File: src/rtl/line_intersection_point_unit_macros.svh
// Assertion macros for the line intersection block.
// Both macros sample on clk and are disabled while rst_n is low.
`ifndef LINE_INTERSECTION_POINT_UNIT_MACROS_SVH
`define LINE_INTERSECTION_POINT_UNIT_MACROS_SVH
`ifndef SYNTHESIS
// Same-cycle implication.
`define LIPU_ASSERT_IMP(lbl, a, b, msg) \
  lbl: assert property (@(posedge clk) disable iff (!rst_n) (a) |-> (b)) else $error(msg);
// Next-cycle implication.
`define LIPU_ASSERT_NXT(lbl, a, b, msg) \
  lbl: assert property (@(posedge clk) disable iff (!rst_n) (a) |=> (b)) else $error(msg);
`else
`define LIPU_ASSERT_IMP(lbl, a, b, msg)
`define LIPU_ASSERT_NXT(lbl, a, b, msg)
`endif
`endif

File: src/rtl/lipu_pkg.sv
package lipu_pkg;
  localparam int COORD_BITS = 16;
  localparam int FRAC_BITS  = 16;
  localparam int OUT_BITS   = 48;
  localparam int FIELD_BITS = 16;

  localparam int D_W  = COORD_BITS + 1;          // coordinate difference
  localparam int P_W  = 2 * D_W;                 // cross product term
  localparam int X_W  = P_W + 1;                 // den / num
  localparam int M_W  = D_W + X_W;               // |d| * |num|
  localparam int DV_W = M_W + FRAC_BITS;         // scaled dividend
  localparam int Q_W  = OUT_BITS + 1;            // quotient bits kept
  localparam int DP_W = (DV_W > Q_W) ? DV_W : Q_W + 1;
  localparam int T_W  = DP_W - Q_W;              // dividend bits above quotient range
  localparam int C_W  = (T_W > X_W) ? T_W : X_W;
  localparam int B_W  = COORD_BITS + FRAC_BITS;
  localparam int S_W  = ((Q_W > B_W) ? Q_W : B_W) + 2;
  localparam int FRONT_STAGES = 5;
  localparam int NUM_STAGES   = FRONT_STAGES + Q_W + 1;

  typedef struct packed {
    logic [X_W-1:0] rem;
    logic [Q_W-1:0] lo;
    logic [Q_W-1:0] q;
  } lipu_lane_t;

  typedef struct packed {
    lipu_lane_t                   lx;
    lipu_lane_t                   ly;
    logic [X_W-1:0]               mden;
    logic                         neg_x;
    logic                         neg_y;
    logic                         ovq_x;
    logic                         ovq_y;
    logic                         par;
    logic signed [COORD_BITS-1:0] base_x;
    logic signed [COORD_BITS-1:0] base_y;
  } lipu_div_t;

  function automatic logic [D_W-1:0] mag_d(input logic signed [D_W-1:0] v);
    mag_d = v[D_W-1] ? D_W'(-v) : D_W'(v);
  endfunction

  function automatic logic [X_W-1:0] mag_x(input logic signed [X_W-1:0] v);
    mag_x = v[X_W-1] ? X_W'(-v) : X_W'(v);
  endfunction
endpackage

File: src/rtl/lipu_div_step.sv
module lipu_div_step import lipu_pkg::*; (
  input  lipu_lane_t     lane_i,
  input  logic [X_W-1:0] mden,
  output lipu_lane_t     lane_o
);
  logic [X_W:0] rs;
  logic [X_W:0] diff;
  logic         ge;

  // restoring step: shift in next dividend bit, subtract if it fits
  always_comb begin
    rs   = {lane_i.rem, lane_i.lo[Q_W-1]};
    ge   = rs >= {1'b0, mden};
    diff = rs - {1'b0, mden};
    lane_o.rem = ge ? diff[X_W-1:0] : rs[X_W-1:0];
    lane_o.q   = {lane_i.q[Q_W-2:0], ge};
    lane_o.lo  = {lane_i.lo[Q_W-2:0], 1'b0};
  end
endmodule

File: config.mk
export PLATFORM = sky130hd
export DESIGN_NAME = lipu_div_step
export DESIGN_NICKNAME = d
export VERILOG_FILES = /design/src/rtl/line_intersection_point_unit_macros.svh /design/src/rtl/lipu_pkg.sv /design/src/rtl/lipu_div_step.sv
export SDC_FILE = /design/constraint.sdc
export NUM_CORES = 1
export LEC_CHECK = 0
export BUFFER_PORTS_ARGS = -buffer_cell sky130_fd_sc_hd__buf_2
export CAP_MARGIN = 20
export CORE_AREA = 2 2 115 117
export DETAILED_ROUTE_END_ITERATION = 7
export DIE_AREA = 0 0 117 119
export GPL_TIMING_DRIVEN = 0
export PLACE_DENSITY_LB_ADDON = 0.08
export SYNTH_ARGS = -nofsm -noshare
export SYNTH_HDL_FRONTEND = slang
export SYNTH_SLANG_ARGS = --single-unit
File: constraint.sdc
create_clock -name vclk -period 3.3
set_input_delay 0.33 -clock vclk [all_inputs]
set_output_delay 0.33 -clock vclk [all_outputs]
set_load 0.01 [all_outputs]
==> run_results.csv <==
group,metric,value,unit
global_route,antenna_found_initial,0,
finish,final_nets,948,
synthesis,syn_inst,514,
placed_design,placed_cells,893,
detailed_routing,drt_iter0_markers,130,
flow_run,maxCapViolCount,0,
finish,fin_cells,918,
detailed_routing,wl,11.9,mm
global_route,gr-usage-met2,0.281,
synthesis,yosysTopAreaCellShare,0.225,
global_route,grt-busiest-layer,"met2",
floorplan,core_area,12900,um^2
detailed_routing,num_vias,4214,
finish,drive_gt1_frac,0.571,
synthesis,yosysTopAreaCell,"buf_4",
timing,max-slew-margin-rel,0.671,
finish,clockBufferCount,0,
timing,min_period,3480,ps
global_route,grtUsageMet1,0.206,
pwr,worst_ir_drop_vdd,0.0881,mV
timing,finalCritPeriodShare,1.06,
synthesis,ys_seq_area_frac,0,
global_route,met3_usage,0.00611,
floorplan,fp.dieH,119,um
worst_setup_path,slowest_stage,"a2111oi_4",
synthesis,post-synth-top-count-cell,"buf_4",
floorplan,ioPinCount,301,
synthesis,synth_common_cells,"buf_4, nand2_1, inv_1",
synthesis,synth_area_per_cell,6.42,um^2
floorplan,fp-row-count,42,
detailed_routing,wl_per_cell,13.0,um
synthesis,yosys-top-cells-area,"buf_4, ha_1, nand2_1",
detailed_routing,ant_nets,0,
finish,fin_util,0.428,
placed_design,routabilityCongestion,0.834,
finish,synthToLayoutAreaGrowth,67.2,%
synthesis,ys_warn_count,0,
worst_setup_path,cpLargestDelayFamily,"compound AO/OA/AOI/OAI gates",
global_route,grt_use_total,0.153,
status,status,"finished with violations",
timing,finalHoldViolCount,0,
pwr,power_leakage,0.00293,uW
global_route,grt_pass1_vias,3830,
global_route,grt_pass1_wl,18.0,mm
timing,final_max_slew_viol_count,0,
placed_design,hpwl,9.50,mm
worst_setup_path,worst-setup-path-type,"in -> out",
finish,insertedDiodeCount,0,
worst_setup_path,crit_required,2970,ps
pwr,powerDensity,210,nW/um^2
worst_setup_path,crit_buf_inv,8,
timing,fin_setup_tns,-5130,ps
global_route,overflow,0,
timing,max_slew.worst_pin.slew,489,ps
worst_setup_path,worst_path_largest_cell_delay,370,ps
min_path,hold_class,"in -> out",
finish,sequential_cell_total,0,
floorplan,dieArea,13900,um^2
placed_design,port-buffer-count,203,
clock_network,ctsHoldBuffers,0,
pwr,power,1160,uW
worst_setup_path,cp-start-kind,"primary input",
timing,max_freq,287,MHz
worst_setup_path,cp_data_arrival_time,3150,ps
synthesis,syn_area,3300,um^2
timing,finalSetupViolCount,36,
finish,regArea,0,um^2
synthesis,synth.distinct_cells,55,
timing,rsz0062_at_grt,"yes",
worst_setup_path,cp-end-kind,"primary output",
floorplan,start_util,0.256,
detailed_routing,drc,0,
synthesis,syn_nets,718,
floorplan,die_w,117,um
worst_setup_path,crit_fanout,5,
global_route,grt_max_degree,11,
detailed_routing,routed_via_density,4.59,
worst_setup_path,path_cells,"buf_8 -> inv_4 -> ha_4 -> fa_2 -> nor2b_2 -> o31a_1 -> a21oi_4 -> o221ai_4 -> a2111oi_4 -> o21ai_1 -> a211oi_2 -> buf_6 -> buf_12 -> buf_12 -> buf_16 -> buf_6 -> o21ai_2 -> buf_2",
detailed_routing,first_pass_iters,5,
status,violations,"setup timing",
timing,setup_ws,-182,ps
## layout by cell type (no fill, tap or decap), drive strengths merged, types with 3 or more instances in the layout
cell and count:
nor3 6, nand4 6, o21ai 47, ha 35, clkbuf 9, inv 47
or4 3, xnor2 17, nor4 4, a211oi 5, a2111oi 3, o21bai 5
nand3 8, and3 7, o21a 7, buf 338, a21boi 3, o31ai 4
nor2 21, nand2b 3, xor2 9, a31oi 6, nor2b 8, a21o 13
a21oi 40, nand2 61
## logic make-up after synthesis
kind of cell,after synthesis,synth area share
AND/OR/NAND/NOR,133,0.187
XOR/XNOR,26,0.0690
adder cells (fa/ha/maj),36,0.139
multiplexers,3,0.00948
AO/OA/AOI/OAI,149,0.285
other,1,0.00114
buffers and inverters,166,0.310
## report_power, final
part	internal (uW)	leakage (uW)	switching, uW
Clock	0	0	0
Combinational	581	0.00293	577
Sequential	0	0	0
Total	581	0.00293	577
## worst paths after layout
path                   start         end  slack [ps]  cells past startpoint
setup / recovery  lane_i[97]  lane_o[99]        -180                     18
hold / removal    lane_i[30]  lane_o[31]         840                      2
## per-layer routing
layer | share of wire | wire [um] | vias to the layer above
met3 | 0.055 | 658 | 6
met4 | 0.0062 | 74 | 0
li1 | - | - | 2131
met2 | 0.51 | 6050 | 157
met5 | 0 | 0 | -
met1 | 0.43 | 5120 | 1920
## cell type report
type / count / area [um^2]
fillers: 1371 / 7360
well taps: 176 / 220
inverters: 47 / 181
repair buffers: 235 / 1440
plain buffers: 112 / 892
multi-input cells: 348 / 2780
## metrics by stage
| stage | cell area (um^2) | setup slack [ps] | hold WS (ps) |
|---|---|---|---|
| after floorplan | 3300 | 120 | 752 |
| after global placement | 4530 | -762 | 845 |
| after detailed placement | 4530 | -809 | 844 |
| after CTS | 5120 | -102 | 844 |
| after global routing | 5510 | -325 | 848 |
| final | 5510 | -182 | 843 |
## timing repair
item | CTS | global route
buffers inserted | 16 | 12
gates cloned | 2 | 2
pin swaps | 21 | 20
gates resized for setup | 88 | 69
endpoints found under the setup margin | 36 | 36
No activity file was read; power rests on OpenSTA's default activity.
